$ cat config.mk
export PLATFORM = sky130hd
export DESIGN_NAME = per_entity_generation_gate_core_flat
export DESIGN_NICKNAME = d
export VERILOG_FILES = /design/src/rtl/core/pegg_pkg.sv /design/src/rtl/core/pegg_if.sv /design/src/rtl/core/per_entity_generation_gate_core.sv /design/src/flat_wrapper.sv
export SDC_FILE = /design/constraint.sdc
export NUM_CORES = 2
export LEC_CHECK = 0
export BUFFER_PORTS_ARGS = -buffer_cell sky130_fd_sc_hd__buf_2
export CAP_MARGIN = 20
export CORE_MARGIN = 3
export CORE_UTILIZATION = 45
export DETAILED_ROUTE_END_ITERATION = 6
export SYNTH_ARGS = -nofsm -noshare
export SYNTH_HDL_FRONTEND = slang
export SYNTH_SLANG_ARGS = --single-unit
$ cat constraint.sdc
create_clock -name clk_i -period 12.4 [get_ports clk_i]
set_clock_uncertainty 0.05 [all_clocks]
set_input_delay 1.24 -clock clk_i [delete_from_list [all_inputs] [get_ports clk_i]]
set_output_delay 1.24 -clock clk_i [all_outputs]
set_load 0.01 [all_outputs]
$ cat src/rtl/core/pegg_pkg.sv
// shared types and constants of the per-entity generation gate
`timescale 1ns / 1ps

package pegg_pkg;

  localparam int unsigned EntriesDefault = 64;
  localparam int unsigned IdWidth        = 32;
  localparam int unsigned GenWidth       = 8;

  typedef enum logic [1:0] {
    REQ_CONVERT = 2'd0,
    REQ_CARRY   = 2'd1,
    REQ_RELEASE = 2'd2,
    REQ_FLUSH   = 2'd3
  } req_e;

  typedef logic [IdWidth-1:0]  id_t;
  typedef logic [GenWidth-1:0] gen_t;

  // serial-number test: a is newer than or equal to b
  function automatic logic gen_at_least(gen_t a, gen_t b);
    gen_t d;
    d = a - b;
    return ~d[GenWidth-1];
  endfunction

endpackage

$ cat src/rtl/core/pegg_if.sv
// request and response channel interfaces of the generation gate
`timescale 1ns / 1ps

interface pegg_req_if import pegg_pkg::*; ();
  logic valid;
  logic ready;
  req_e req_type;
  id_t  entity_id;
  gen_t generation;

  modport source (output valid, output req_type, output entity_id, output generation,
                  input ready);
  modport sink   (input valid, input req_type, input entity_id, input generation,
                  output ready);
endinterface

interface pegg_rsp_if import pegg_pkg::*; ();
  logic valid;
  logic ready;
  logic accept;
  gen_t known_generation;
  logic table_full;

  modport source (output valid, output accept, output known_generation,
                  output table_full, input ready);
  modport sink   (input valid, input accept, input known_generation,
                  input table_full, output ready);
endinterface

$ cat src/rtl/core/per_entity_generation_gate_core.sv
// Stale packet filter with a per-entity generation table (top level).
// Each request transaction is captured in the input register, judged against every
// table entry at once by an associative match, and its verdict captured in the result
// register, from which the response is offered; one transaction is taken every cycle
// while the response side keeps up. The table update of a transaction lands at the
// same edge as its response, so the following transaction always sees it. The table
// holds ENTRIES entries in flip-flops; the combinational compare across all entries
// and the lowest-free-entry search set the clock period. A flush clears every entry
// of the table when it commits. After reset the table is empty and no warm-up is
// needed.
`timescale 1ns / 1ps

module per_entity_generation_gate_core import pegg_pkg::*; #(
  parameter int unsigned ENTRIES = EntriesDefault
) (
  input  logic        clk_i,
  input  logic        rst_ni,
  pegg_req_if.sink    req_i,
  pegg_rsp_if.source  rsp_o
);

  // input register
  logic  in_valid_q;
  req_e  in_type_q;
  id_t   in_id_q;
  gen_t  in_gen_q;

  // result register
  logic  out_valid_q;
  logic  accept_q;
  gen_t  known_q;
  logic  full_q;

  // table
  logic [ENTRIES-1:0] slot_valid_q, slot_valid_d;
  id_t                slot_entity_q [ENTRIES];
  gen_t               slot_gen_q    [ENTRIES];

  logic [ENTRIES-1:0] hit_vec, free_vec, free_first, wr_vec;
  logic               hit, any_free;
  gen_t               known;
  logic               accept_d, full_d, wr_entity;
  logic               advance, commit;

  assign advance     = ~out_valid_q | rsp_o.ready;
  assign commit      = in_valid_q & advance;
  assign req_i.ready = ~in_valid_q | advance;

  always_comb begin
    known = '0;
    for (int i = 0; i < ENTRIES; i++) begin
      hit_vec[i] = slot_valid_q[i] && (slot_entity_q[i] == in_id_q);
      if (hit_vec[i]) begin
        known = known | slot_gen_q[i];
      end
    end
  end

  assign hit        = |hit_vec;
  assign free_vec   = ~slot_valid_q;
  assign any_free   = |free_vec;
  // isolate the lowest free entry
  assign free_first = free_vec & (~free_vec + {{(ENTRIES-1){1'b0}}, 1'b1});

  always_comb begin
    accept_d     = 1'b1;
    full_d       = 1'b0;
    wr_vec       = '0;
    wr_entity    = 1'b0;
    slot_valid_d = slot_valid_q;
    if (in_type_q == REQ_FLUSH) begin
      slot_valid_d = '0;
    end else if (in_gen_q != '0) begin
      if (in_type_q == REQ_CONVERT) begin
        if (hit && !gen_at_least(in_gen_q, known)) begin
          accept_d = 1'b0;
        end else if (hit) begin
          wr_vec = hit_vec;
        end else if (any_free) begin
          wr_vec       = free_first;
          wr_entity    = 1'b1;
          slot_valid_d = slot_valid_q | free_first;
        end else begin
          full_d = 1'b1;
        end
      end else if (!hit) begin
        accept_d = 1'b0;
      end else if (in_type_q == REQ_CARRY) begin
        accept_d = (in_gen_q == known);
      end else begin
        accept_d = gen_at_least(in_gen_q, known);
      end
    end
  end

  always_ff @(posedge clk_i or negedge rst_ni) begin
    if (!rst_ni) begin
      in_valid_q   <= 1'b0;
      out_valid_q  <= 1'b0;
      slot_valid_q <= '0;
    end else begin
      if (req_i.ready) begin
        in_valid_q <= req_i.valid;
      end
      if (advance) begin
        out_valid_q <= in_valid_q;
      end
      if (commit) begin
        slot_valid_q <= slot_valid_d;
      end
    end
  end

  always_ff @(posedge clk_i) begin
    if (req_i.valid && req_i.ready) begin
      in_type_q <= req_i.req_type;
      in_id_q   <= req_i.entity_id;
      in_gen_q  <= req_i.generation;
    end
    if (commit) begin
      accept_q <= accept_d;
      known_q  <= known;
      full_q   <= full_d;
    end
  end

  for (genvar g = 0; g < ENTRIES; g++) begin : g_slot
    always_ff @(posedge clk_i) begin
      if (commit && wr_vec[g]) begin
        slot_gen_q[g] <= in_gen_q;
        if (wr_entity) begin
          slot_entity_q[g] <= in_id_q;
        end
      end
    end
  end

  assign rsp_o.valid            = out_valid_q;
  assign rsp_o.accept           = accept_q;
  assign rsp_o.known_generation = known_q;
  assign rsp_o.table_full       = full_q;

endmodule

$ cat src/flat_wrapper.sv
// flat-port wrapper written by rule: the top's interface ports become plain ports
module per_entity_generation_gate_core_flat import pegg_pkg::*;
#(
  parameter int unsigned ENTRIES = EntriesDefault
)
  (clk_i, rst_ni, req_i_valid, req_i_req_type, req_i_entity_id, req_i_generation, req_i_ready, rsp_o_valid, rsp_o_accept, rsp_o_known_generation, rsp_o_table_full, rsp_o_ready);
  pegg_req_if req_i_i ();
  pegg_rsp_if rsp_o_i ();
  input  logic clk_i;
  input  logic rst_ni;
  input wire logic [$bits(req_i_i.valid)-1:0] req_i_valid;
  input wire logic [$bits(req_i_i.req_type)-1:0] req_i_req_type;
  input wire logic [$bits(req_i_i.entity_id)-1:0] req_i_entity_id;
  input wire logic [$bits(req_i_i.generation)-1:0] req_i_generation;
  output wire logic [$bits(req_i_i.ready)-1:0] req_i_ready;
  output wire logic [$bits(rsp_o_i.valid)-1:0] rsp_o_valid;
  output wire logic [$bits(rsp_o_i.accept)-1:0] rsp_o_accept;
  output wire logic [$bits(rsp_o_i.known_generation)-1:0] rsp_o_known_generation;
  output wire logic [$bits(rsp_o_i.table_full)-1:0] rsp_o_table_full;
  input wire logic [$bits(rsp_o_i.ready)-1:0] rsp_o_ready;
  assign req_i_i.valid = req_i_valid;
  assign req_i_i.req_type = req_i_req_type;
  assign req_i_i.entity_id = req_i_entity_id;
  assign req_i_i.generation = req_i_generation;
  assign req_i_ready = req_i_i.ready;
  assign rsp_o_valid = rsp_o_i.valid;
  assign rsp_o_accept = rsp_o_i.accept;
  assign rsp_o_known_generation = rsp_o_i.known_generation;
  assign rsp_o_table_full = rsp_o_i.table_full;
  assign rsp_o_i.ready = rsp_o_ready;
  per_entity_generation_gate_core #(.ENTRIES(ENTRIES)) u_core (.clk_i(clk_i), .rst_ni(rst_ni), .req_i(req_i_i), .rsp_o(rsp_o_i));
endmodule
; Yosys cells after proc, flatten, opt, wreduce, memory -nomap -nowiden
; Memories as Yosys holds them, arrays and structs flattened.
; Cells that the tools add are included.
[word_totals]
mem_bits_rw = 2560
regBits = 118
n_memories = 2
output_inout_bits = 12
wordCells = 893
[classes]
n_reduce_logical = 203
muxes = 533
add_sub_neg = 2
n_eq_ne = 69
n_bitwise = 75
[memory_table]
columns = memory, depth, width, rd, rd_ports_with_merged_regs, write_ports, line_no
row1 = u_core.slot_entity_q, 64, 32, 64, 0, 1, per_entity_generation_gate_core.sv:36  ; id_t slot_entity_q [ENTRIES];
row2 = u_core.slot_gen_q, 64, 8, 64, 0, 64, per_entity_generation_gate_core.sv:37  ; gen_t slot_gen_q [ENTRIES];
[ops]
columns = operator, count
row1 = 32-bit equality test, 64
row2 = 32-bit two-way mux, 63
row3 = 32-bit OR reduction, 63
row4 = 64-bit two-way mux, 12
row5 = 8-bit two-way mux, 64
row6 = 8-bit bitwise OR, 63
row7 = 6-bit two-way mux, 63
row8 = 1-bit two-way mux, 331
row9 = 1-bit logical AND, 130
row10 = 64-bit inverter, 2
row11 = 64-bit OR reduction, 2
row12 = 68-bit OR reduction, 1
row13 = "64-bit by 1-bit adder with 64-bit output, second input constant", 1
row14 = 64-bit AND, 1
row15 = 64-bit bitwise OR, 1
row16 = 8-bit equality test, 1
row17 = 8-bit nonzero test, 1
row18 = 8-bit subtractor, 1
row19 = 6-bit AND reduction, 1
row20 = 2-bit nonzero test, 3
row21 = 1-bit inverter, 5
row22 = "2-bit by 1-bit equality test with 1-bit output, second input constant", 1
row23 = "2-bit equality test, second input constant", 1
row24 = 2-bit zero test, 1
row25 = 5 further kinds, 6

; Longest topological paths before layout
[logic_depth]
ltp_word = 202
ltp_mapped = 25
mapped_depth_nobuf = 20

; Least setup slack after synthesis
; Ideal clock, no wire load.
[synth_timing]
path_kind = reg2reg
start = register u_core.in_id_q[1]
end = memory u_core.slot_gen_q[0][0] in the netlist's numbering (enable)
arrival_time_ns = 6.119
t_required_ns = 11.965
slack_ns = 5.846
setup_time_ns = 0.385
stages_incl_launch_ff = 23
path_cell_list = edfxtp_1 -> buf_4 -> buf_6 -> xnor2_1 -> nand4_1 -> or4_1 -> nor3_1 -> a22o_1 -> a221oi_1 -> nand3_1 -> nor2_1 -> and4_1 -> ha_1 -> nor2b_1 -> o21a_1 -> o21a_1 -> o21a_1 -> o21ai_0 -> nand2b_1 -> a21oi_1 -> xnor3_1 -> a21oi_2 -> nor3b_1
[synth_rtl]
columns = item, line_no
row1 = from (decl), per_entity_generation_gate_core.sv:25  ; id_t in_id_q;
row2 = from (signal assigned), per_entity_generation_gate_core.sv:117  ; in_id_q <= req_i.entity_id;
row3 = to (decl), per_entity_generation_gate_core.sv:37

==> reports/results.md <==
| Result | Value | Unit |
|:---|:---|:---|
| Via density | 5.92 | - |
| Post-layout power | 0.0196 | W |
| Number of flip-flops and latches in the synthesized netlist | 2,678 | - |
| Setup repair after global routing missed its margin | false | - |
| Minimum period implied by the final worst setup slack | 8.41 | ns |
| Maximum number of pins on one net before global-route repair | 74 | - |
| Worst VDD drop | 0.124 | mV |
| Post-synth net total | 7,220 | - |
| Path type of the worst min-delay path | in -> async | - |
| Slowest cell on crit path | sky130_fd_sc_hd__nor4_1 | - |
| Violation count after the first detailed-route iteration | 7,740 | - |
| Count of boundary I/O pins | 58 | - |
| Fin nets | 7,548 | - |
| Area of the core | 249,000 | um2 |
| Chip width | 507 | um |
| Total iterations of the first detailed-routing run | 6 | - |
| Overall die area | 257,000 | um2 |
| Capturing element type of the critical path | flip-flop | - |
| Count of filler cells inserted in the layout | 20,708 | - |
| Fraction of layout instances using a drive strength above 1 | 10.7 | % |
| Pre-CTS worst setup slack | 4.14 | ns |
| Gate count after technology mapping | 7,164 | - |
| Wire length after detailed routing | 370,000 | um |
| CTS tree | built | - |
| Highest attainable clock frequency | 0.119 | GHz |
| Cell Chain, Critical Path | buf_12 > buf_4 > xnor2_1 > nand4_1 > nor4_1 > and4_1 > buf_4 > a22oi_1 > nand3_1 > nor2_1 > and4_1 > ha_1 > nor2b_1 > o21a_1 > o21a_1 > o21a_1 > o21ai_0 > nand2b_1 > a21oi_1 > xnor3_1 > a21oi_4 > buf_4 > nor2b_1 | - |
| Hold violation total from the final report | 0 | - |
| Antenna violations before repair | 25 | - |
| Post-synthesis sequential area ratio | 70.8 | % |
| Storage element area | 80,100 | um2 |
| Leakage | 38.6 | nW |
| Count of instances resized after the clock tree is built | 0 | - |
| Die outline height | 507 | um |
| Worst path max stage delay | 0.92 | ns |
| Via total after detailed routing | 65,409 | - |
| Worst path bufs/invs | 4 | - |
| Share of synthesized flip-flops with an asynchronous set or reset | 2.46 | % |
| Final worst-path setup slack | 3.99 | ns |
| Number of max-cap violations | 0 | - |
| Normalized max-slew margin | 12.3 | % |
| Slew of the pin with the lowest slew margin | 1.32 | ns |
| Library cell with the highest instance count after synthesis | sky130_fd_sc_hd__edfxtp_1 | - |
| Count of endpoints failing setup in the final report | 0 | - |
| Detailed placer's ending HPWL | 243,000 | um |
| Master cell of the clock root buffer | sky130_fd_sc_hd__clkbuf_16 | - |
| Final worst-path cycle share | 67.8 | % |
| Data arrival at the endpoint of the critical path | 8.90 | ns |
| Number of clock buffers inserted by TritonCTS | 303 | - |
| Clock Latency Late Sink | 0.97 | ns |
| Post-route ant nets | 0 | - |
| Cell Pwr Density | 154 | nW/um2 |
| Grt ovf | 0 | - |
| Number of distinct library cells after synthesis | 74 | - |
| Buffers on Ports | 57 | - |
| Average cell area after synthesis | 15.8 | um2 |
| Largest delay contributor family on the critical path | simple AND/OR/NAND/NOR gates | - |
| Top cell type's share of synthesized area | 69.3 | % |
| Critical path data required time | 12.89 | ns |
| Most frequently used flop master after synthesis | sky130_fd_sc_hd__edfxtp_1 | - |
| Depth of the CTS H-tree | 5 | - |
| Util after Layout | 51.1 | % |
| Top cells by area in the synthesized netlist | sky130_fd_sc_hd__edfxtp_1 69%, sky130_fd_sc_hd__xnor2_1 14%, sky130_fd_sc_hd__nand4_1 2.6% | - |
| Maximum buffer depth of the clock tree | 4 | - |
| Number of global-route vias before repair | 61,888 | - |
| Overall Global Routing Usage | 28.3 | % |
| Cell taking the most area after synthesis | sky130_fd_sc_hd__edfxtp_1 | - |
| Combined area of the multi-input logic cells | 30,400 | um2 |
| Post-CTS Setup Repair Bufs | 0 | - |
| Layout Area Growth over Synthesis | 12.6 | % |
| Number of max-slew violations in the final report | 0 | - |
| Clock transition time at the flip-flop clock pins of the worst setup and hold paths | 0.06 | ns |
| Warnings from Yosys | 0 | - |
| Sort of element at the start of the critical path | flip-flop | - |
| Critical path start-end classification | reg -> reg | - |
| Total negative slack | 0 | ns |
| Sink Count | 2,678 | - |
| Leading cell types by count after synthesis | 2,612 x sky130_fd_sc_hd__edfxtp_1, 1,788 x sky130_fd_sc_hd__xnor2_1, 474 x sky130_fd_sc_hd__nand4_1 | - |
| Result of the run | completed | - |
| Number of core rows | 183 | - |
| Netlist area before placement | 113,000 | um2 |
| Total DRC errors in the routed layout | 0 | - |
| Wire length of the first global-routing pass | 510,000 | um |
| Wire per inst | 33.4 | um |
| GPL Wtd Cong | 1.03 | - |
| Max FO, Critical Path | 41 | - |
| Initial cell density of the core | 45.4 | % |
| EDFF count, synth | 2,612 | - |
| # hold bufs at CTS | 0 | - |
## registers in the layout, indices dropped and copies added, names as in the netlist
register and flops:
u_core.in_gen_q 8, u_core.in_id_q 32, u_core.in_type_q 2, u_core.in_valid_q 1
u_core.rsp_o.accept 1, u_core.rsp_o.known_generation 8, u_core.rsp_o.table_full 1, u_core.rsp_o.valid 1
u_core.slot_entity_q 2048, u_core.slot_gen_q 512, u_core.slot_valid_q 64
## metal layers
| layer | wire [um] | track usage, % | share of wire (%) | vias up |
|---|---|---|---|---|
| li1 | - | - | - | 27610 |
| met5 | 26 | 0 | 0.0070 | - |
| met2 | 168000 | 43.5 | 46 | 2968 |
| met4 | 15900 | 10.8 | 4.3 | 4 |
| met3 | 26900 | 4.60 | 7.3 | 614 |
| met1 | 159000 | 40.6 | 43 | 34213 |
## through the flow
step	hold slack, ns	cells	instance area [um2]
finish	0.113	11055	127000
global route	0.0768	11046	127000
CTS	0.0553	11036	127000
detailed placement	0.429	10514	118000
global placement	0.427	10506	118000
floorplan	0.407	7164	113000
## worst paths after layout
kind | slack [ns] | depth (start not counted) | to | from
max | 3.99 | 23 | u_core.slot_gen_q[1][19] | u_core.in_id_q[9]
min | 0.11 | 1 | u_core.in_valid_q | rst_ni
max reg2reg | 3.99 | 23 | u_core.slot_gen_q[1][19] | u_core.in_id_q[9]
min reg2reg | 0.44 | 1 | u_core.rsp_o.valid | u_core.in_valid_q
max in group asynchronous | 10.95 | 2 | u_core.slot_valid_q[13] | rst_ni
min in group clk_i | 0.42 | 1 | u_core.in_type_q[0] | req_i_req_type[0]
## power breakdown
part / internal (W) / switching (W) / total, W
logic: 0.000340 / 0.000760 / 0.00110
clock network: 0.00497 / 0.00353 / 0.00850
registers: 0.00999 / 0.0000414 / 0.0100
## cell type report
type,instances,share of cell area (%)
antenna,16,0.0314
clock buffer,398,6.41
clock inverter,124,0.821
inverter,99,0.292
multi-input combinational,4077,23.9
sequential,2678,62.8
tap,3330,3.27
timing repair buffer,333,2.44
## layout by cell type (no fill, tap or decap), types with 58 or more instances in the layout
master and instances:
sky130_fd_sc_hd__clkinv_1 61, sky130_fd_sc_hd__inv_1 94, sky130_fd_sc_hd__a22o_1 74, sky130_fd_sc_hd__xnor2_1 1788
sky130_fd_sc_hd__nand3_1 155, sky130_fd_sc_hd__nor2b_1 58, sky130_fd_sc_hd__buf_12 60, sky130_fd_sc_hd__clkbuf_1 81
sky130_fd_sc_hd__a22oi_1 97, sky130_fd_sc_hd__nor3_1 98, sky130_fd_sc_hd__dfrtp_1 66, sky130_fd_sc_hd__edfxtp_1 2612
sky130_fd_sc_hd__nor2_1 204, sky130_fd_sc_hd__xor2_1 191, sky130_fd_sc_hd__buf_4 210, sky130_fd_sc_hd__nor4_1 160
sky130_fd_sc_hd__nand4_1 474, sky130_fd_sc_hd__nand2_1 155, sky130_fd_sc_hd__clkbuf_16 311, sky130_fd_sc_hd__a221oi_1 64
sky130_fd_sc_hd__buf_2 60
## kinds of logic after synthesis
family                     Yosys count  share of synthesized area [%]
AOI/OAI and AO/OA                  480                           3.21
DFF                               2678                           70.8
buffers and inverters              409                           2.54
adders and majority gates           10                          0.111
xor gates and xnor gates          1980                           15.3
and+or+nand+nor                   1607                           8.01
(Power assumes the default switching activity.)
